<file path="config.mk">
export PLATFORM = sky130hd
export DESIGN_NAME = stexr_front_flat
export DESIGN_NICKNAME = d
export VERILOG_FILES = /design/src/hdl/stexr_pkg.sv /design/src/hdl/stexr_stream_if.sv /design/src/hdl/stexr_front.sv /design/src/flat_wrapper.sv
export VERILOG_INCLUDE_DIRS = /design/src /design/src/hdl
export SDC_FILE = /design/constraint.sdc
export NUM_CORES = 1
export LEC_CHECK = 0
export ABC_AREA = 0
export BUFFER_PORTS_ARGS = -buffer_cell sky130_fd_sc_hd__buf_4
export CORE_MARGIN = 5
export CORE_UTILIZATION = 60
export DETAILED_ROUTE_END_ITERATION = 16
export MAX_ROUTING_LAYER = met4
export PLACE_DENSITY_LB_ADDON = 0.05
export SLEW_MARGIN = 15
export SYNTH_ARGS = -nofsm -noshare
export SYNTH_HDL_FRONTEND = slang
export SYNTH_SLANG_ARGS = --single-unit
</file>
<file path="constraint.sdc">
create_clock -name clk -period 3.6 [get_ports clk]
set_input_delay 0.18 -clock clk [delete_from_list [all_inputs] [get_ports clk]]
set_output_delay 0.18 -clock clk [all_outputs]
set_load 0.05 [all_outputs]
</file>
<file path="src/hdl/swirl_texture_remap_core_defines.svh">
// Assertion macros shared by the swirl remap RTL.
`ifndef SWIRL_TEXTURE_REMAP_CORE_DEFINES_SVH
`define SWIRL_TEXTURE_REMAP_CORE_DEFINES_SVH

// Checks an implication on every clock edge outside reset.
`define STEXR_ASSERT(label, prop) \
	label: assert property (@(posedge clk) disable iff (!arst_n) (prop)) \
		else $error("%m: check failed");

// Checks a property in reset too (for invariants that hold from power up).
`define STEXR_ASSERT_ALWAYS(label, prop) \
	label: assert property (@(posedge clk) (prop)) \
		else $error("%m: invariant failed");

`endif

</file>
<file path="src/hdl/stexr_pkg.sv">
// Package: widths, swirl constants, job type and phase/quantizer functions.
`default_nettype none
package stexr_pkg;
	localparam int TEXEL_BITS       = 8;
	localparam int ANIM_PERIOD      = 1024;
	localparam int SIDE_BITS        = 6;
	localparam int INDEX_BITS       = 2 * SIDE_BITS;
	localparam int VALUE_BITS       = 8;
	localparam int TIME_BITS        = 10;
	localparam int PHASE_BITS       = 13;
	localparam int PHASE_RANGE      = 8192;
	localparam int STORE_DEPTH      = 1 << INDEX_BITS;

	localparam int COORD_MUL_LO     = PHASE_RANGE / 64;
	localparam int COORD_MUL_HI     = PHASE_RANGE / 32;
	localparam int TIME_STEP        = 40;
	localparam int TMUL_A           = 5 * TIME_STEP;
	localparam int TMUL_BD          = 4 * TIME_STEP;
	localparam int TMUL_C           = 3 * TIME_STEP;
	localparam int OFS_A            = 900;
	localparam int OFS_B            = 300;
	localparam int OFS_C            = 700;
	localparam int OFS_D            = 1200;
	localparam int SWIRL_BIAS       = 128;

	// quantized sine breakpoints
	localparam int Q_RISE           = 683;
	localparam int Q_PEAK_END       = 3412;
	localparam int Q_HALF_END       = 4095;
	localparam int Q_FALL_END       = 4778;
	localparam int Q_TROUGH_END     = 7508;

	localparam int QDEPTH           = 4;
	localparam int QPTR_BITS        = $clog2(QDEPTH);
	localparam int QCNT_BITS        = QPTR_BITS + 1;

	typedef enum logic {
		OP_WRITE = 1'b0,
		OP_READ  = 1'b1
	} stexr_op_t;

	typedef struct packed {
		stexr_op_t               op;
		logic [INDEX_BITS-1:0]   addr;
		logic [TEXEL_BITS-1:0]   texel;
	} stexr_job_t;

	typedef struct packed {
		logic valid;
		logic ready;
	} stexr_hs_t;

	function automatic logic [PHASE_BITS-1:0] swirl_phase(
		input logic [SIDE_BITS-1:0] coord,
		input int unsigned          cmul,
		input logic [TIME_BITS-1:0] t,
		input int unsigned          tmul,
		input int unsigned          ofs
	);
		swirl_phase = PHASE_BITS'(32'(coord) * cmul + 32'(t) * tmul + ofs);
	endfunction

	function automatic logic signed [1:0] swirl_quant(input logic [PHASE_BITS-1:0] k);
		if (k < PHASE_BITS'(Q_RISE))
			swirl_quant = 2'sd0;
		else if (k <= PHASE_BITS'(Q_PEAK_END))
			swirl_quant = 2'sd1;
		else if (k <= PHASE_BITS'(Q_HALF_END))
			swirl_quant = 2'sd0;
		else if (k <= PHASE_BITS'(Q_FALL_END))
			swirl_quant = -2'sd1;
		else if (k <= PHASE_BITS'(Q_TROUGH_END))
			swirl_quant = -2'sd2;
		else
			swirl_quant = -2'sd1;
	endfunction
endpackage
`default_nettype wire

</file>
<file path="src/hdl/stexr_stream_if.sv">
// Stream interfaces: command beats in, fetched pixel beats out.
`default_nettype none
interface stexr_in_if;
	logic                              valid;
	logic                              ready;
	logic                              op;
	logic [stexr_pkg::INDEX_BITS-1:0]  pixel_index;
	logic [stexr_pkg::VALUE_BITS-1:0]  texel_value;
	logic [stexr_pkg::TIME_BITS-1:0]   frame_time;

	modport source (output valid, op, pixel_index, texel_value, frame_time, input ready);
	modport sink   (input valid, op, pixel_index, texel_value, frame_time, output ready);
endinterface

`default_nettype wire

</file>
<file path="src/hdl/stexr_front.sv">
// Front end: accepts command beats, computes swirl phases, emits store jobs.
`default_nettype none
`include "swirl_texture_remap_core_defines.svh"
module stexr_front (
	input  wire logic              clk,
	input  wire logic              arst_n,
	stexr_in_if.sink               cmd,
	output stexr_pkg::stexr_hs_t   push_hs,
	input  wire logic              push_ready,
	output stexr_pkg::stexr_job_t  push_job
);
	import stexr_pkg::*;

	logic                    v_s1;
	stexr_op_t               op_s1;
	logic [INDEX_BITS-1:0]   idx_s1;
	logic [TEXEL_BITS-1:0]   texel_s1;
	logic [PHASE_BITS-1:0]   ph_a_s1, ph_b_s1, ph_c_s1, ph_d_s1;

	logic [SIDE_BITS-1:0]    cx, cy, sx, sy;
	logic [TIME_BITS-1:0]    t_red;
	logic signed [1:0]       qa, qb, qc, qd;
	logic [7:0]              ox, oy;
	logic                    take;

	assign cmd.ready = !v_s1 || push_ready;
	assign take      = cmd.valid && cmd.ready;

	assign cx    = cmd.pixel_index[SIDE_BITS-1:0];
	assign cy    = cmd.pixel_index[INDEX_BITS-1:SIDE_BITS];
	assign t_red = TIME_BITS'(32'(cmd.frame_time) % ANIM_PERIOD);

	always_ff @(posedge clk or negedge arst_n) begin
		if (!arst_n) begin
			v_s1 <= 1'b0;
		end else if (cmd.ready) begin
			v_s1 <= cmd.valid;
		end
	end

	always_ff @(posedge clk) begin
		if (take) begin
			op_s1    <= stexr_op_t'(cmd.op);
			idx_s1   <= cmd.pixel_index;
			texel_s1 <= TEXEL_BITS'(cmd.texel_value);
			ph_a_s1  <= swirl_phase(cy, COORD_MUL_LO, t_red, TMUL_A,  OFS_A);
			ph_b_s1  <= swirl_phase(cx, COORD_MUL_HI, t_red, TMUL_BD, OFS_B);
			ph_c_s1  <= swirl_phase(cx, COORD_MUL_LO, t_red, TMUL_C,  OFS_C);
			ph_d_s1  <= swirl_phase(cy, COORD_MUL_HI, t_red, TMUL_BD, OFS_D);
		end
	end

	// quantize and fold in the offsets; the bias wraps away mod 64 but is kept explicit
	always_comb begin
		qa = swirl_quant(ph_a_s1);
		qb = swirl_quant(ph_b_s1);
		qc = swirl_quant(ph_c_s1);
		qd = swirl_quant(ph_d_s1);
		ox = 8'(idx_s1[SIDE_BITS-1:0]) + 8'(SWIRL_BIAS)
			+ {{6{qa[1]}}, qa} + {{6{qb[1]}}, qb};
		oy = 8'(idx_s1[INDEX_BITS-1:SIDE_BITS]) + 8'(SWIRL_BIAS)
			+ {{6{qc[1]}}, qc} + {{6{qd[1]}}, qd};
		sx = ox[SIDE_BITS-1:0];
		sy = oy[SIDE_BITS-1:0];
	end

	always_comb begin
		push_hs.valid  = v_s1;
		push_hs.ready  = push_ready;
		push_job.op    = op_s1;
		push_job.texel = texel_s1;
		push_job.addr  = (op_s1 == OP_READ) ? {sy, sx} : idx_s1;
	end

	`STEXR_ASSERT(a_hold_stage, v_s1 && !push_ready |=> v_s1 && $stable(idx_s1))
	`STEXR_ASSERT(a_take_fills, take |=> v_s1)
	`STEXR_ASSERT_ALWAYS(a_reset_empty, !arst_n |-> !v_s1)
endmodule
`default_nettype wire

</file>
<file path="src/flat_wrapper.sv">
// flat-port wrapper written by rule: the top's interface ports become plain ports
module stexr_front_flat import stexr_pkg::*;
  (clk, arst_n, push_hs, push_ready, push_job, cmd_valid, cmd_op, cmd_pixel_index, cmd_texel_value, cmd_frame_time, cmd_ready);
  stexr_in_if cmd_i ();
  input  wire logic clk;
  input  wire logic arst_n;
  output stexr_pkg::stexr_hs_t push_hs;
  input  wire logic push_ready;
  output stexr_pkg::stexr_job_t push_job;
  input wire logic [$bits(cmd_i.valid)-1:0] cmd_valid;
  input wire logic [$bits(cmd_i.op)-1:0] cmd_op;
  input wire logic [$bits(cmd_i.pixel_index)-1:0] cmd_pixel_index;
  input wire logic [$bits(cmd_i.texel_value)-1:0] cmd_texel_value;
  input wire logic [$bits(cmd_i.frame_time)-1:0] cmd_frame_time;
  output wire logic [$bits(cmd_i.ready)-1:0] cmd_ready;
  assign cmd_i.valid = cmd_valid;
  assign cmd_i.op = cmd_op;
  assign cmd_i.pixel_index = cmd_pixel_index;
  assign cmd_i.texel_value = cmd_texel_value;
  assign cmd_i.frame_time = cmd_frame_time;
  assign cmd_ready = cmd_i.ready;
  stexr_front u_core (.clk(clk), .arst_n(arst_n), .cmd(cmd_i), .push_hs(push_hs), .push_ready(push_ready), .push_job(push_job));
endmodule
</file>
==> impl_metrics.yaml, run 1 <==
status:
  status: "finished, final reports clean"
setup_path:
  path_buf_inv: 3
  crit_type: "input pin to flop"
  crit_family: "adder cells"
  critPathCaptureType: "flop"
  cpPeakStageDelay_ns: 0.56
  required_ns: 3.67
  cp-start-kind: "input pin"
  cp_common_cell: "xnor2_1"
  arrival_ns: 3.60
  slowest_stage: "fa_1"
  path_max_fanout: 4
  r2r_slack_ns: 2.02
  cp_cell_sequence: "buf_6 > fa_1 > inv_1 > fa_1 > inv_2 > fa_2 > a21o_1 > a21oi_2 > o21bai_1 > a21oi_1 > xnor2_1 > ha_1 > ha_4 > a21o_1 > a31oi_1 > xnor2_1 > xnor2_1"
clock_tree:
  cts_tree: "yes"
  clock-sinks: 55
  cts_buffers: 5
  clock-root-buffer: "clkbuf_8"
  clk_pin_slew_ns: 0.10
  clk_path_buf_depth: 2
  clk_latency_ns: 0.31
  htree_levels: 2
placed_design:
  port_buffers: 58
  place_area_mm2: 0.00588
  pre_cts_ws_ns: -0.354
  place.gp.congestion: 0.826
  dp_cells: 666
  dp_hpwl_um: 8310
global_route:
  grt_remaining_overflow: 0
  grtUsageTotal: 0.211
  grt_max_degree: 55
  first_global_vias: 3741
  antenna_found_initial: 0
  grt_pass1_wl_um: 16700
detailed_routing:
  wl_um: 9900
  drtIter0Drc: 127
  route.vias.total: 3465
  antenna_left: 0
  routed_via_density: 5.13
  drc: 0
  wl_per_cell_um: 14.6
  drt-pass1-iter-count: 4
finish:
  post-route-util: 0.742
  seqCellArea_mm2: 0.00165
  stdcell_area_mm2: 0.00609
  instances_no_fill: 676
  drive_above_1_share: 0.229
  syn_to_final_growth_pct: 20.0
  fin_nets: 721
  fillers: 608
  multi_input_area_mm2: 0.00309
  antenna_cells: 0
synth:
  synth_warnings: 0
  synth-seq-cells: 55
  syn_nets: 629
  seq_area_frac_synth: 0.324
  synth_top_area_frac: 0.319
  syn_avg_cell_area_um2: 10.6
  synth_area_leaders: "edfxtp_1, ha_1, fa_1"
  syn_area_mm2: 0.00508
  yosysUniqueCellTypes: 31
  yosys.area.top_type: "edfxtp_1"
  synth_cells: 478
floorplan:
  die-height_um: 102
  initial_core_util: 0.618
  dieWidth_um: 102
  coreArea_mm2: 0.00822
  num_rows: 33
  ios: 59
  die_area_mm2: 0.0104
pwr:
  p_sw_mw: 2.39
  power_frac_comb: 0.738
  peakVddDrop_mv: 0.623
  internal_power_mw: 2.84
  clkPwrFrac: 0.070
  power_frac_seq: 0.192
  finalPower_mw: 5.22
  power_density_mw_per_mm2: 857
  switching_share: 0.457
  leakagePower_nw: 2.96
timing:
  relSlewSlack: 0.554
  finalCritPeriodShare: 0.981
  tns_ns: 0
  report.final.slew_viol_count: 0
  tightest_slew_ns: 0.669
  setup_violations: 0
  finClkSkew_ns: 0.00916
  rsz0062_at_grt: "yes"
  hold_viol: 0
  period_needed_ns: 3.53
  fin_ws_ns: 0.0668
  fin_hold_ws_ns: 0.0370
  fmax_ghz: 0.283
job:
  drv_cap: 0
min_path:
  hold_class: "input pin to flop"
[registers in the layout (all words and copies together) (netlist names)]
name             flops
u_core.ph_d_s1       8
u_core.idx_s1       12
u_core.texel_s1      8
u_core.ph_b_s1       6
u_core.ph_c_s1       9
u_core.op_s1         1
u_core.v_s1          1
u_core.ph_a_s1      10
[per-layer routing]
metal	vias to the layer above	track usage	wire, um
met3	15	0.0212	373
met5	-	-	0
met1	1649	0.246	4160
li1	1738	-	-
met2	63	0.382	5150
met4	0	0.0636	216
[layout by cell type, fill, tap and decap left out, types with 2 or more instances in the layout]
cell type  netlist  layout
a211oi_2         0       2
a21o_1          18      18
a21oi_1         31      23
a21oi_2          1       9
a31oi_1          4       4
buf_4            3      91
buf_6            0       2
clkbuf_8         0       6
edfxtp_1        54      54
fa_1            32      27
fa_2             0       5
ha_1            84      81
ha_4             0       3
inv_1          110     106
inv_2            0       3
mux2_2           2       2
nand2_1         14      14
nand2b_1         6       6
nor2_1           8       8
nor2b_1          3       3
nor3_1           2       2
o21ai_0         17      11
o21ai_1          0       6
o21bai_1         5       5
xnor2_1         58      57
xor2_1           8       8
[cells by family (layout without fill, tap and decap cells)]
family                     after synthesis  in the layout  share of synthesized area
xor gates and xnor gates                66             66                      0.114
adders and majority gates              116            116                      0.333
DFF                                     55             55                      0.324
muxes                                    3              3                    0.00640
AOI/OAI and AO/OA                       83             83                     0.0995
buffers and inverters                  119            212                     0.0901
and+or+nand+nor                         36             36                     0.0330
[layout make-up]
type | count | share of cell area
multi-input combinational | 304 | 0.506
sequential | 55 | 0.270
timing repair buffer | 94 | 0.117
inverter | 110 | 0.0682
tap | 105 | 0.0216
clock buffer | 6 | 0.0135
clock inverter | 2 | 0.00267
[worst register-to-register path: cells and delay by family (launching register included)]
kind	cells	cell delay (ns)
DFF	1	0.39
and+or+nand+nor	2	0.26
buffers and inverters	1	0.53
[cell usage after synthesis]
cell / number
nand2b_1: 6
o21bai_1: 5
nand3_1: 1
nor2b_1: 3
a21oi_1: 31
o21ai_0: 17
a311o_1: 1
nand2_1: 14
inv_1: 110
a31oi_1: 4
clkbuf_1: 6
dfrtp_1: 1
nand3b_1: 1
a21boi_0: 1
and2_1: 1
nor2_1: 8
xor2_1: 8
a2111oi_0: 1
a221oi_1: 1
xnor2_1: 58
buf_4: 3
a211oi_1: 2
fa_1: 32
a21o_2: 1
nor3_1: 2
ha_1: 84
mux2_2: 2
edfxtp_1: 54
a21o_1: 18
mux2i_1: 1
a21oi_2: 1
[power groups by stage]
stage | Sequential [mW] | Combinational (mW) | Clock, mW
final | 1.00 | 3.86 | 0.364
after global routing | 1.02 | 4.27 | 0.395
after CTS | 0.997 | 3.68 | 0.370
after detailed placement | 1.01 | 3.65 | 0
after global placement | 1.01 | 3.46 | 0
after floorplan | 1.00 | 2.67 | 0
[worst paths after layout]
kind,to,from,cells after the start
worst max-delay path,u_core.ph_c_s1[12]$_DFFE_PP_,cmd_frame_time[0],17
worst min-delay path,u_core.texel_s1[4]$_DFFE_PP_,cmd_texel_value[4],1
worst max register to register,u_core.ph_c_s1[5]$_DFFE_PP_,u_core.v_s1$_DFFE_PN0N_,3
worst min register to register,u_core.v_s1$_DFFE_PN0N_,u_core.v_s1$_DFFE_PN0N_,2
max in group asynchronous,u_core.v_s1$_DFFE_PN0N_,arst_n,2
min in group asynchronous,u_core.v_s1$_DFFE_PN0N_,arst_n,2
[timing repair]
action                                 4_1_cts  5_1_grt
setup buffers                                0        1
setup endpoints to repair                    3        5
pin swaps                                    0       25
endpoints found under the hold margin        1        0
resized for setup                            5       29
hold buffers                                 1        0
Power figures use the tool's default switching activity.
==> inputs of run 2 (changes only) <==
- CORE_ASPECT_RATIO: default -> 1.4
==> run 2 against run 1 <==
Compared with the run above:
- clock power is 28% higher
- final cell count is 0.74% higher
- sequential cell count stayed put
- total power is 3.7% higher
- sequential share of layout area is 0.59 points lower
- via count is 2.9% higher
- setup slack worse by 0.051 ns
- die area is 0.25% higher
- register-to-register slack worse by 0.29 ns
- first-iteration DRC count is 8.7% higher
- critical path type is now flop to output port
==> impl_metrics.yaml, run 2 (synthesis results as in run 1) <==
finish:
  fin_nets: 729
  largest_reg_flops: 12
  syn_to_final_growth_pct: 22.6
  instances_no_fill: 681
  antenna_cells: 0
  mostFrequentLayoutCell: "inv_1"
  top_regs: "u_core.idx_s1: 12 flops, u_core.ph_a_s1: 10 flops, u_core.ph_c_s1: 9 flops"
  layout_common_cells: "inv_1, buf_4, ha_1, xnor2_1, edfxtp_1"
  drive_above_1_share: 0.249
  regMostFlops: "u_core.idx_s1"
  post-route-util: 0.760
timing:
  tightest_slew_ns: 0.714
  report.final.slew_viol_count: 0
  period_needed_ns: 3.58
  relSlewSlack: 0.524
  finalCritPeriodShare: 0.995
  rsz0062_at_grt: "yes"
  fmax_ghz: 0.279
  finClkSkew_ns: 0.00353
  setup_violations: 0
  hold_viol: 0
pwr:
  leakagePower_nw: 3.03
  power_density_mw_per_mm2: 869
  peakVddDrop_mv: 0.837
clock_tree:
  htree_levels: 2
  clk_latency_ns: 0.29
  cts_buffers: 5
  cts_tree: "yes"
  clk_pin_slew_ns: 0.07
  clk_path_buf_depth: 2
  clock-sinks: 55
  clock-root-buffer: "clkbuf_16"
job:
  drv_cap: 0
placed_design:
  port_buffers: 58
  dp_cells: 668
  place.gp.congestion: 0.862
  dp_hpwl_um: 8400
detailed_routing:
  drtIter0Drc: 138
  wl_per_cell_um: 14.6
  route.vias.total: 3565
  antenna_left: 0
  wl_um: 9920
  routed_via_density: 5.23
  drc: 0
  drt-pass1-iter-count: 4
setup_path:
  crit_start: "u_core.ph_d_s1[5]$_DFFE_PP_"
  arrival_ns: 3.40
  crit_family: "adder cells"
  path_buf_inv: 4
  critPathCaptureType: "output port"
  required_ns: 3.42
  cpPeakStageDelay_ns: 0.50
  crit_type: "flop to output port"
  cp_cell_sequence: "buf_4 > a21o_1 > a21o_1 > a31oi_1 > xnor2_1 > fa_2 > ha_4 > inv_2 > fa_2 > inv_2 > a21o_1 > a21oi_2 > xnor2_1 > nand2_1 > xnor2_1 > buf_4"
  path_max_fanout: 5
  r2r_start: "u_core.v_s1$_DFFE_PN0N_"
  slowest_stage: "edfxtp_1"
  cp-start-kind: "flop"
floorplan:
  initial_core_util: 0.620
  num_rows: 39
  coreArea_mm2: 0.00820
  dieWidth_um: 87.8
  ios: 59
  die-height_um: 119
  die_area_mm2: 0.0104
min_path:
  hold_class: "input pin to flop"
  hp-start: "cmd_op"
global_route:
  grt_remaining_overflow: 0
  first_global_vias: 3667
  antenna_found_initial: 0
  grtUsageTotal: 0.201
  grt_pass1_wl_um: 15800
  grt_max_degree: 33
status:
  status: "finished, final reports clean"
## run 2: path summary, 6_finish.rpt
kind / end / slack (ns) / depth (start not counted)
min in group asynchronous: u_core.v_s1$_DFFE_PN0N_ / 0.20 / 2
worst min register to register: u_core.v_s1$_DFFE_PN0N_ / 0.53 / 2
max in group asynchronous: u_core.v_s1$_DFFE_PN0N_ / 3.32 / 2
worst max-delay path: push_job[13] / 0.02 / 16
worst max register to register: u_core.ph_c_s1[6]$_DFFE_PP_ / 1.73 / 3
worst min-delay path: u_core.op_s1$_DFFE_PP_ / 0.06 / 1
## run 2: layout make-up
cell class	count	area, um^2
multi-input combinational	304	3120
fill	583	1970
sequential	55	1650
timing repair buffer	102	779
inverter	110	413
clock buffer	6	129
tap	102	128
clock inverter	2	12.5
## run 2: worst register-to-register path, delay by kind of cell (launching register included)
kind,cells,cell delay (ns)
AND/OR/NAND/NOR,2,0.74
buffers and inverters,1,0.43
flip-flops,1,0.38
## run 2: power by group
group          internal (mW)  total [mW]  switching (mW)
sequential             0.932       0.997          0.0654
combinational           1.82        3.95            2.13
clock                  0.257       0.466           0.209
## run 2: per-stage QoR
stage          power [mW]  area (um^2)  TNS [ns]  setup WS, ns  hold slack [ns]
6_report             5.41         6230         0        0.0163           0.0627
5_1_grt              5.85         6230    -0.393        -0.167           0.0576
4_1_cts              5.14         6070   -0.0187       -0.0141           0.0580
3_5_place_dp         4.65         5910    -0.974        -0.358          -0.0414
3_3_place_gp         4.50         5910    -0.655        -0.239          -0.0440
2_1_floorplan        3.67         5100         0       0.00338           -0.116
## run 2: per-layer routing
layer,vias up,wire [um],track usage
li1,1757,-,-
met1,1714,3500,0.195
met2,74,5570,0.375
met3,20,408,0.0269
met4,0,435,0.103
met5,-,0,-
## run 2: timing repair
action / 4_1_cts / 5_1_grt
endpoints found under the hold margin: 1 / 0
hold buffers: 1 / 0
resized for setup: 5 / 36
buffers inserted: 0 / 4
pin swaps: 1 / 27
setup endpoints to repair: 3 / 5
