===== config.mk =====
export PLATFORM = sky130hd
export DESIGN_NAME = stexr_queue
export DESIGN_NICKNAME = d
export VERILOG_FILES = /design/src/hdl/stexr_pkg.sv /design/src/hdl/stexr_queue.sv
export VERILOG_INCLUDE_DIRS = /design/src /design/src/hdl
export SDC_FILE = /design/constraint.sdc
export NUM_CORES = 1
export LEC_CHECK = 0
export BUFFER_PORTS_ARGS = -buffer_cell sky130_fd_sc_hd__buf_4
export CAP_MARGIN = 10
export CORE_ASPECT_RATIO = 0.9
export CORE_MARGIN = 4
export CORE_UTILIZATION = 60
export CTS_CLUSTER_SIZE = 28
export DETAILED_ROUTE_END_ITERATION = 10
export PLACE_DENSITY = 0.91
export SLEW_MARGIN = 40
export SYNTH_ARGS = -nofsm -noshare
export SYNTH_HDL_FRONTEND = slang
export SYNTH_SLANG_ARGS = --single-unit

===== constraint.sdc =====
create_clock -name clk -period 5.24 [get_ports clk]
set_input_delay 0.524 -clock clk [delete_from_list [all_inputs] [get_ports clk]]
set_output_delay 0.524 -clock clk [all_outputs]
set_load 0.01 [all_outputs]

===== src/hdl/swirl_texture_remap_core_defines.svh =====
// Assertion macros shared by the swirl remap RTL.
`ifndef SWIRL_TEXTURE_REMAP_CORE_DEFINES_SVH
`define SWIRL_TEXTURE_REMAP_CORE_DEFINES_SVH

// Checks an implication on every clock edge outside reset.
`define STEXR_ASSERT(label, prop) \
	label: assert property (@(posedge clk) disable iff (!arst_n) (prop)) \
		else $error("%m: check failed");

// Checks a property in reset too (for invariants that hold from power up).
`define STEXR_ASSERT_ALWAYS(label, prop) \
	label: assert property (@(posedge clk) (prop)) \
		else $error("%m: invariant failed");

`endif


===== src/hdl/stexr_pkg.sv =====
// Package: widths, swirl constants, job type and phase/quantizer functions.
`default_nettype none
package stexr_pkg;
	localparam int TEXEL_BITS       = 8;
	localparam int ANIM_PERIOD      = 1024;
	localparam int SIDE_BITS        = 6;
	localparam int INDEX_BITS       = 2 * SIDE_BITS;
	localparam int VALUE_BITS       = 8;
	localparam int TIME_BITS        = 10;
	localparam int PHASE_BITS       = 13;
	localparam int PHASE_RANGE      = 8192;
	localparam int STORE_DEPTH      = 1 << INDEX_BITS;

	localparam int COORD_MUL_LO     = PHASE_RANGE / 64;
	localparam int COORD_MUL_HI     = PHASE_RANGE / 32;
	localparam int TIME_STEP        = 40;
	localparam int TMUL_A           = 5 * TIME_STEP;
	localparam int TMUL_BD          = 4 * TIME_STEP;
	localparam int TMUL_C           = 3 * TIME_STEP;
	localparam int OFS_A            = 900;
	localparam int OFS_B            = 300;
	localparam int OFS_C            = 700;
	localparam int OFS_D            = 1200;
	localparam int SWIRL_BIAS       = 128;

	// quantized sine breakpoints
	localparam int Q_RISE           = 683;
	localparam int Q_PEAK_END       = 3412;
	localparam int Q_HALF_END       = 4095;
	localparam int Q_FALL_END       = 4778;
	localparam int Q_TROUGH_END     = 7508;

	localparam int QDEPTH           = 4;
	localparam int QPTR_BITS        = $clog2(QDEPTH);
	localparam int QCNT_BITS        = QPTR_BITS + 1;

	typedef enum logic {
		OP_WRITE = 1'b0,
		OP_READ  = 1'b1
	} stexr_op_t;

	typedef struct packed {
		stexr_op_t               op;
		logic [INDEX_BITS-1:0]   addr;
		logic [TEXEL_BITS-1:0]   texel;
	} stexr_job_t;

	typedef struct packed {
		logic valid;
		logic ready;
	} stexr_hs_t;

	function automatic logic [PHASE_BITS-1:0] swirl_phase(
		input logic [SIDE_BITS-1:0] coord,
		input int unsigned          cmul,
		input logic [TIME_BITS-1:0] t,
		input int unsigned          tmul,
		input int unsigned          ofs
	);
		swirl_phase = PHASE_BITS'(32'(coord) * cmul + 32'(t) * tmul + ofs);
	endfunction

	function automatic logic signed [1:0] swirl_quant(input logic [PHASE_BITS-1:0] k);
		if (k < PHASE_BITS'(Q_RISE))
			swirl_quant = 2'sd0;
		else if (k <= PHASE_BITS'(Q_PEAK_END))
			swirl_quant = 2'sd1;
		else if (k <= PHASE_BITS'(Q_HALF_END))
			swirl_quant = 2'sd0;
		else if (k <= PHASE_BITS'(Q_FALL_END))
			swirl_quant = -2'sd1;
		else if (k <= PHASE_BITS'(Q_TROUGH_END))
			swirl_quant = -2'sd2;
		else
			swirl_quant = -2'sd1;
	endfunction
endpackage
`default_nettype wire


===== src/hdl/stexr_queue.sv =====
// Short job queue between front end and store back end.
`default_nettype none
`include "swirl_texture_remap_core_defines.svh"
module stexr_queue (
	input  wire logic              clk,
	input  wire logic              arst_n,
	input  stexr_pkg::stexr_hs_t   push_hs,
	output logic                   push_ready,
	input  stexr_pkg::stexr_job_t  push_job,
	output logic                   pop_valid,
	input  wire logic              pop_en,
	output stexr_pkg::stexr_job_t  pop_job
);
	import stexr_pkg::*;

	stexr_job_t              slot_q [QDEPTH];
	logic [QPTR_BITS-1:0]    wr_ptr_q, rd_ptr_q;
	logic [QCNT_BITS-1:0]    cnt_q;
	logic                    push, pop;

	assign push_ready = (cnt_q != QCNT_BITS'(QDEPTH));
	assign pop_valid  = (cnt_q != '0);
	assign push       = push_hs.valid && push_hs.ready;
	assign pop        = pop_en && pop_valid;
	assign pop_job    = slot_q[rd_ptr_q];

	always_ff @(posedge clk or negedge arst_n) begin
		if (!arst_n) begin
			wr_ptr_q <= '0;
			rd_ptr_q <= '0;
			cnt_q    <= '0;
		end else begin
			if (push)
				wr_ptr_q <= (wr_ptr_q == QPTR_BITS'(QDEPTH - 1)) ? '0 : wr_ptr_q + 1'b1;
			if (pop)
				rd_ptr_q <= (rd_ptr_q == QPTR_BITS'(QDEPTH - 1)) ? '0 : rd_ptr_q + 1'b1;
			if (push && !pop)
				cnt_q <= cnt_q + 1'b1;
			else if (pop && !push)
				cnt_q <= cnt_q - 1'b1;
		end
	end

	always_ff @(posedge clk) begin
		if (push)
			slot_q[wr_ptr_q] <= push_job;
	end

	`STEXR_ASSERT_ALWAYS(a_cnt_bound, cnt_q <= QCNT_BITS'(QDEPTH))
	`STEXR_ASSERT(a_pop_nonempty, pop_en && !pop_valid |=> $stable(rd_ptr_q))
	`STEXR_ASSERT(a_cnt_track, push && !pop |=> cnt_q == $past(cnt_q) + 1'b1)
endmodule
`default_nettype wire


==> impl_metrics.tcl, run 1 <==
set metrics [dict create \
    die-width_um 88.5 \
    syn_inst 149 \
    rsz0062_at_grt "no" \
    port_buffers 48 \
    path_class "flop to output pin" \
    fin_util 0.719 \
    grt_pass1_vias 1652 \
    ys_warn_count 0 \
    postSynthAreaPerCell_sq_um 23.5 \
    worst_pin_slew_ns 0.567 \
    whs_ns 0.386 \
    antenna_found_initial 0 \
    die_area_sq_um 7120 \
    routed_wl_um 5510 \
    avgViaCountPerCell 5.69 \
    design_area_sq_um 4070 \
    syn_area_sq_um 3500 \
    core_sq_um 5660 \
    wire_per_inst_um 19.7 \
    period_share 0.486 \
    place_congestion 0.729 \
    synth_cell_types 21 \
    final_common_cell "edfxtp_1" \
    cts_resized 0 \
    power.leakage_nw 1.45 \
    cts_buffer_depth 2 \
    ys_seq_elements 91 \
    dp_hpwl_um 3710 \
    cts.htree.levels 3 \
    drv_slew 0 \
    grt_usage 0.175 \
    cts_buffers 9 \
    postRouteAntennaNets 0 \
    finalSetupViolations 0 \
    rows 26 \
    firstDrtPassIters 4 \
    placed_area_sq_um 3900 \
    cts_root_buf "clkbuf_8" \
    pin_count 49 \
    cts_setup_buffers 0 \
    clock-sinks 91 \
    cap_violations 0 \
    initial_core_util 0.618 \
    drt_iter0_drc 100 \
    grt_max_degree 24 \
    setup_ws_ns 2.69 \
    max-slew-margin-rel 0.622 \
    cts_tree "built" \
    clock_latency_ns 0.33 \
    finalHoldViolCount 0 \
    syn_nets 182 \
    setup_tns_ns 0 \
    cp_data_required_time_ns 4.72 \
    start_kind "flop" \
    fmax_mhz 393 \
    final_cell_mix "edfxtp_1 (84), buf_4 (49), mux4_2 (18)" \
    nets 238 \
    path_clk_slew_ns 0.08 \
    end_kind "output pin" \
    min_period_ns 2.55 \
    grt_pass1_wl_um 8730 \
    drc 0 \
    crit_path_max_fanout 18 \
    clock_skew_ns 0.00576 \
    overflow 0 \
    power_density_nw_per_um2 467 \
    hp-class "primary input to flop" \
    areaGrowthSynthToFinish_pct 16.3 \
    status "completed" \
    irDropWorstVdd_v 0.000276 \
    die_h_um 80.5 \
    place_ws_ns 3.03 \
    yosysSeqAreaShare 0.771 \
    num_antenna_cells 0 \
    arrival_ns 2.02 \
    via_count 1594 \
    drive_above_1_share 0.424 \
]
==> power breakdown <==
group	total, mW	leakage [nW]	switching (mW)	internal (mW)
clock	0.383	0.0788	0.215	0.168
combinational	0.565	0.523	0.238	0.326
sequential	0.955	0.845	0.0757	0.880
==> per-stage QoR <==
| stage | power [mW] | std cells |
|---|---|---|
| floorplan | 1.35 | 149 |
| global placement | 1.53 | 263 |
| detailed placement | 1.55 | 263 |
| CTS | 1.92 | 280 |
| global route | 2.00 | 280 |
| finish | 1.90 | 280 |
==> metal layers <==
| metal | vias up | global-route usage | part of all wire | wire (um) |
|---|---|---|---|---|
| li1 | 724 | - | - | - |
| met1 | 805 | 0.225 | 0.41 | 2290 |
| met2 | 57 | 0.285 | 0.52 | 2850 |
| met3 | 8 | 0.0390 | 0.054 | 295 |
| met4 | 0 | 0.0816 | 0.015 | 82 |
| met5 | - | 0 | 0 | 0 |
==> registers in the layout, indices dropped and copies added, names as in the netlist <==
signal    count
cnt_q         3
slot_q       84
wr_ptr_q      2
rd_ptr_q      2
==> area by class of cell <==
type / instances / area, sq um
inverters: 4 / 15.0
repair buffers: 50 / 378
clock inverters: 6 / 32.5
clock buffers: 10 / 128
multi-input cells: 49 / 732
well taps: 70 / 87.6
fillers: 332 / 1590
flip-flops and latches: 91 / 2700
==> cells by family (layout without fill, tap and decap cells) <==
logic type	count (synthesis)	after routing	share of synthesized area
fa+ha+maj	7	7	0.0272
compound gates	2	2	0.00286
simple gates	13	13	0.0222
mux	24	24	0.148
flops	91	91	0.771
xor+xnor	3	3	0.00751
buf+inv	9	70	0.0218
==> path summary, 6_finish.rpt <==
kind                              start       endpoint  slack [ns]  depth (start not counted)
max                         rd_ptr_q[0]    pop_job[12]        2.69                          3
min                        push_job[11]  slot_q[2][11]        0.39                          1
max reg2reg                    cnt_q[1]       cnt_q[2]        3.19                          8
min reg2reg                    cnt_q[2]       cnt_q[2]        0.50                          1
max in group asynchronous        arst_n    rd_ptr_q[1]        4.58                          2
min in group asynchronous        arst_n       cnt_q[1]        0.53                          2
==> cell usage after synthesis <==
cell type	count	area share
buf_12	2	0.011
nand2_1	2	0.0021
ha_1	6	0.021
nand2_4	1	0.0032
mux2_2	3	0.0096
o21ai_0	2	0.0029
edfxtp_1	84	0.72
nand3_1	1	0.0014
buf_2	2	0.0029
xnor2_1	1	0.0025
nor2_1	3	0.0032
inv_1	4	0.0043
mux4_1	3	0.023
xor2_1	2	0.0050
mux4_2	18	0.12
buf_6	1	0.0032
dfrtp_1	7	0.050
and3_1	4	0.0071
or3_1	1	0.0018
or3_4	1	0.0032
fa_1	1	0.0057
==> critical path: stages (launching register included) <==
cell     delay [ns]
dfrtp_1        0.51
buf_4          0.40
mux4_1         0.61
buf_4          0.17
==> repair_timing <==
item | 4_1_cts | 5_1_grt
setup endpoints to repair | 0 | 0
hold endpoints to repair | 7 | 0
hold buffers | 1 | 0
(Power assumes the default switching activity.)
==> run 2, diff against run 1 <==
--- a/config.mk
+++ b/config.mk
@@ -10,10 +10,10 @@
 export CAP_MARGIN = 10
 export CORE_ASPECT_RATIO = 0.9
 export CORE_MARGIN = 4
-export CORE_UTILIZATION = 60
+export CORE_UTILIZATION = 51
 export CTS_CLUSTER_SIZE = 28
 export DETAILED_ROUTE_END_ITERATION = 10
-export PLACE_DENSITY = 0.91
+export PLACE_DENSITY = 0.83
 export SLEW_MARGIN = 40
 export SYNTH_ARGS = -nofsm -noshare
 export SYNTH_HDL_FRONTEND = slang
==> constraint.sdc (replaced) <==
create_clock -name clk -period 2.05 [get_ports clk]
set_input_delay 0.205 -clock clk [delete_from_list [all_inputs] [get_ports clk]]
set_output_delay 0.205 -clock clk [all_outputs]
set_load 0.01 [all_outputs]
==> run 2 against run 1 <==
Compared with the run above: clock-buffer cell count unchanged; die area grew 16%; sequential share of layout area fell by 2.8 points; register-to-register slack worse by 3.1 ns; global-route usage shrank 2.5 points; critical path type is now flop to flop; highest routed layer unchanged.
==> impl_metrics.tcl, run 2 (same netlist as run 1, synthesis figures left out) <==
set metrics [dict create \
    status "completed" \
    r2r_slack_ns 0.09 \
    cts_buffers 9 \
    use_met3 0.0599 \
    grt_pass1_wl_um 8860 \
    finalHoldViolCount 0 \
    avgViaCountPerCell 5.23 \
    pin_count 49 \
    overflow 0 \
    setup_ws_ns 0.0878 \
    path_class "flop to flop" \
    core_sq_um 6620 \
    finalSetupViolations 0 \
    rr_worst_depth 8 \
    num_antenna_cells 0 \
    start_kind "flop" \
    irDropWorstVdd_v 0.000742 \
    nets 248 \
    final_cell_mix "edfxtp_1 (84), buf_4 (57), mux4_2 (18)" \
    end_kind "flop" \
    cts_tree "built" \
    hp-start "push_job[20]" \
    top_usage_layer "met2" \
    cp_data_required_time_ns 2.32 \
    hp-class "primary input to flop" \
    arrival_ns 2.23 \
    worst_pin_slew_ns 0.330 \
    cap_violations 0 \
    worstHoldEndpoint "slot_q[0][20]" \
    final_common_cell "edfxtp_1" \
    largest_reg_flops 84 \
    min_period_ns 1.96 \
    wire_per_inst_um 18.2 \
    cts_root_buf "clkbuf_8" \
    routed_wl_um 5650 \
    cts_buffer_depth 2 \
    grt_usage 0.150 \
    drv_slew 0 \
    worstHoldPathCells 1 \
    whs_ns 0.0505 \
    reg_top3 "slot_q: 84 flops, cnt_q: 3 flops" \
    rows 28 \
    period_share 0.957 \
    r2r_start "cnt_q[2]" \
    die_h_um 86.6 \
    power_density_nw_per_um2 1240 \
    grtUsageMet1 0.181 \
    path_clk_slew_ns 0.09 \
    clock-sinks 91 \
    fmax_mhz 510 \
    via_count 1621 \
    power_mw 5.26 \
    grt_pass1_vias 1761 \
    cts.htree.levels 3 \
    crit_path_max_fanout 3 \
    final_cells 310 \
    rsz0062_at_grt "no" \
    power.leakage_nw 1.53 \
    antenna_found_initial 0 \
    drive_above_1_share 0.450 \
    place_ws_ns 0.0403 \
    die_area_sq_um 8260 \
    max-slew-margin-rel 0.780 \
    drt_iter0_drc 66 \
    firstDrtPassIters 4 \
    placedCellCount 289 \
    dp_hpwl_um 3480 \
    clock_latency_ns 0.35 \
    die-width_um 95.3 \
    grt_max_degree 22 \
    drc 0 \
    areaGrowthSynthToFinish_pct 21.4 \
    crit_chain "or3_4, nand2_4, ha_4, inv_1, fa_1, xor2_1, nor2_1, xor2_1" \
    reg2reg_to "cnt_q[2]" \
    port_buffers 48 \
    critical_path.max_stage_delay_ns 0.41 \
    regMostFlops "slot_q" \
    setup_tns_ns 0 \
    initial_core_util 0.529 \
    clock_skew_ns 0.00972 \
    critPathMostFrequentCell "xor2_1" \
    place_congestion 0.717 \
    grt_use_met2 0.254 \
    critical_path.slowest_cell "or3_4" \
    postRouteAntennaNets 0 \
]
[run 2: cell types whose count changed in the layout (fill, tap and decap cells not counted), moves of 2 or more]
cell | before | now
and3_1 | 0 | 4
clkinv_1 | 3 | 0
and3_2 | 4 | 0
inv_6 | 0 | 2
buf_4 | 49 | 57
[run 2: critical path, delay by kind of cell, from the launching register on]
family	cells	cell delay, ns
xor gates and xnor gates	2	0.31
adders and majority gates	2	0.51
buffers and inverters	1	0.05
DFF	1	0.39
and+or+nand+nor	3	0.63
[run 2: metrics by stage]
step	util	instance area (sq um)
finish	0.642	4250
global placement	0.601	3980
detailed placement	0.601	3980
global route	0.642	4250
floorplan	-	3500
CTS	0.632	4190
[run 2: routing by layer]
layer | wire length (um) | vias to the layer above
met1 | 2290 | 826
met3 | 328 | 7
met4 | 51 | 0
met2 | 2980 | 47
li1 | - | 741
met5 | 0 | -
[run 2: worst max-delay path by stage]
| stage | slack, ns | to | start | cells past startpoint |
|---|---|---|---|---|
| after floorplan | 0.12 | cnt_q[2] | cnt_q[2] | 8 |
| after global placement | 0.09 | cnt_q[2] | cnt_q[1] | 8 |
| after detailed placement | 0.04 | cnt_q[2] | cnt_q[1] | 8 |
| after CTS | 0.005 | cnt_q[2] | cnt_q[1] | 8 |
| after global routing | 0.009 | cnt_q[2] | cnt_q[2] | 8 |
| final | 0.09 | cnt_q[2] | cnt_q[2] | 8 |
[run 2: area by class of cell]
class                      instances  area (sq um)
fill                             456          2370
sequential                        91          2700
clock buffer                      10           128
inverter                           4          15.0
multi-input combinational         49           739
timing repair buffer              60           483
clock inverter                     6          72.6
tap                               90           113
[run 2: timing repair]
item,CTS,global route
buffers inserted,0,3
endpoints found under the hold margin,7,0
setup endpoints to repair,0,5
hold buffers,1,0
resized for setup,0,3
[run 2: where the power goes]
group | internal [mW] | switching (mW)
Combinational | 0.975 | 0.749
Clock | 0.577 | 0.615
Sequential | 2.25 | 0.0961
Total | 3.80 | 1.46
==> run 3, diff against run 2 <==
--- a/config.mk
+++ b/config.mk
@@ -14,6 +14,7 @@
 export CTS_CLUSTER_SIZE = 28
 export DETAILED_ROUTE_END_ITERATION = 10
 export PLACE_DENSITY = 0.83
+export RECOVER_POWER = 100
 export SLEW_MARGIN = 40
 export SYNTH_ARGS = -nofsm -noshare
 export SYNTH_HDL_FRONTEND = slang
==> run 3 against run 2 <==
Compared with the run above: sequential power hardly changed; final cell count did not move; non-clock buffer count unchanged; clock skew decreased by 0.00074 ns; core utilization is 2.5 points lower; via count fell by 0.74%.
==> impl_metrics.tcl, run 3 (same netlist as run 1, synthesis figures left out) <==
set metrics [dict create \
    cts.htree.levels 3 \
    power_density_nw_per_um2 1240 \
    final_common_cell "edfxtp_1" \
    cts_tree "built" \
    regMostFlops "slot_q" \
    cts_buffer_depth 2 \
    crit_path_max_fanout 3 \
    end_kind "flop" \
    initial_core_util 0.529 \
    die_h_um 86.6 \
    postRouteAntennaNets 0 \
    areaGrowthSynthToFinish_pct 16.7 \
    overflow 0 \
    antenna_found_initial 0 \
    drc 0 \
    clockPowerShare 0.235 \
    power_mw 5.07 \
    cts_root_buf "clkbuf_8" \
    finalSetupViolations 0 \
    clock_latency_ns 0.35 \
    wire_per_inst_um 18.2 \
    grt_pass1_wl_um 8860 \
    worst_pin_slew_ns 0.628 \
    drv_slew 0 \
    die_area_sq_um 8260 \
    hp-class "primary input to flop" \
    swShare 0.287 \
    nets 248 \
    core_sq_um 6620 \
    combinationalPowerShare 0.302 \
    place_ws_ns 0.0403 \
    setup_tns_ns 0 \
    drt_iter0_drc 75 \
    whs_ns 0.111 \
    switchingPower_mw 1.45 \
    irDropWorstVdd_v 0.000721 \
    cp_data_required_time_ns 2.32 \
    rsz0062_at_grt "no" \
    final_cell_mix "edfxtp_1 (84), clkbuf_1 (42), mux4_2 (18)" \
    firstDrtPassIters 4 \
    pin_count 49 \
    reg_top3 "slot_q: 84 flops, cnt_q: 3 flops" \
    largest_reg_flops 84 \
    die-width_um 95.3 \
    port_buffers 48 \
    path_clk_slew_ns 0.08 \
    avgViaCountPerCell 5.19 \
    grt_usage 0.150 \
    arrival_ns 2.23 \
    status "completed" \
    via_count 1609 \
    pwr-share-seq 0.463 \
    power.leakage_nw 1.38 \
    cap_violations 0 \
    path_class "flop to flop" \
    grt_max_degree 22 \
    cts_buffers 9 \
    routed_wl_um 5650 \
    setup_ws_ns 0.0881 \
    grt_pass1_vias 1761 \
    start_kind "flop" \
    min_period_ns 1.96 \
    clock-sinks 91 \
    p_int_mw 3.61 \
    rows 28 \
    max-slew-margin-rel 0.581 \
    dp_hpwl_um 3480 \
    drive_above_1_share 0.264 \
    clock_skew_ns 0.00898 \
    place_congestion 0.717 \
    fmax_mhz 510 \
    finalHoldViolCount 0 \
    num_antenna_cells 0 \
    period_share 0.957 \
]
run 3: stage by stage:
step,cell area [sq um],instances,utilization
finish,4090,310,0.617
global route,4090,310,0.617
CTS,4190,306,0.632
detailed placement,3980,289,0.601
global placement,3980,289,0.601
floorplan,3500,149,-
run 3: per-layer routing:
layer / share of wire / GRT usage
met3: 0.058 / 0.0599
met1: 0.41 / 0.181
met4: 0.0071 / 0.0354
met5: 0 / 0
met2: 0.53 / 0.254
run 3: final timing paths:
kind | start | endpoint | slack, ns | depth (start not counted)
max in group asynchronous | arst_n | rd_ptr_q[0] | 1.46 | 2
min | push_job[14] | slot_q[2][14] | 0.11 | 1
min reg2reg | rd_ptr_q[1] | rd_ptr_q[1] | 0.56 | 1
max reg2reg | cnt_q[2] | cnt_q[2] | 0.09 | 8
max | cnt_q[2] | cnt_q[2] | 0.09 | 8
min in group asynchronous | arst_n | wr_ptr_q[0] | 0.28 | 2
run 3: worst max-delay path, cell delays in order, from the launching register on:
cell and delay (ns):
dfrtp_1 0.39, or3_4 0.41, nand2_4 0.10, ha_4 0.14, inv_1 0.05, fa_1 0.37
xor2_1 0.15, nor2_1 0.12, xor2_1 0.16
run 3: final cells by class:
cell class | count | area (sq um)
inverter | 4 | 15.0
fill | 503 | 2540
clock buffer | 10 | 128
tap | 90 | 113
multi-input combinational | 49 | 739
sequential | 91 | 2700
timing repair buffer | 60 | 319
clock inverter | 6 | 72.6
run 3: power groups by stage:
stage               clock [mW]  sequential [mW]  combinational (mW)
detailed placement           0             2.38                1.65
CTS                       1.23             2.34                1.66
finish                    1.19             2.35                1.53
global route              1.32             2.37                1.67
floorplan                    0             2.36                1.09
global placement             0             2.37                1.62
run 3: what timing repair did:
action,4_1_cts,5_1_grt
buffers inserted,0,3
hold buffers,1,0
endpoints found under the setup margin,0,5
endpoints found under the hold margin,7,0
gates resized for setup,0,3
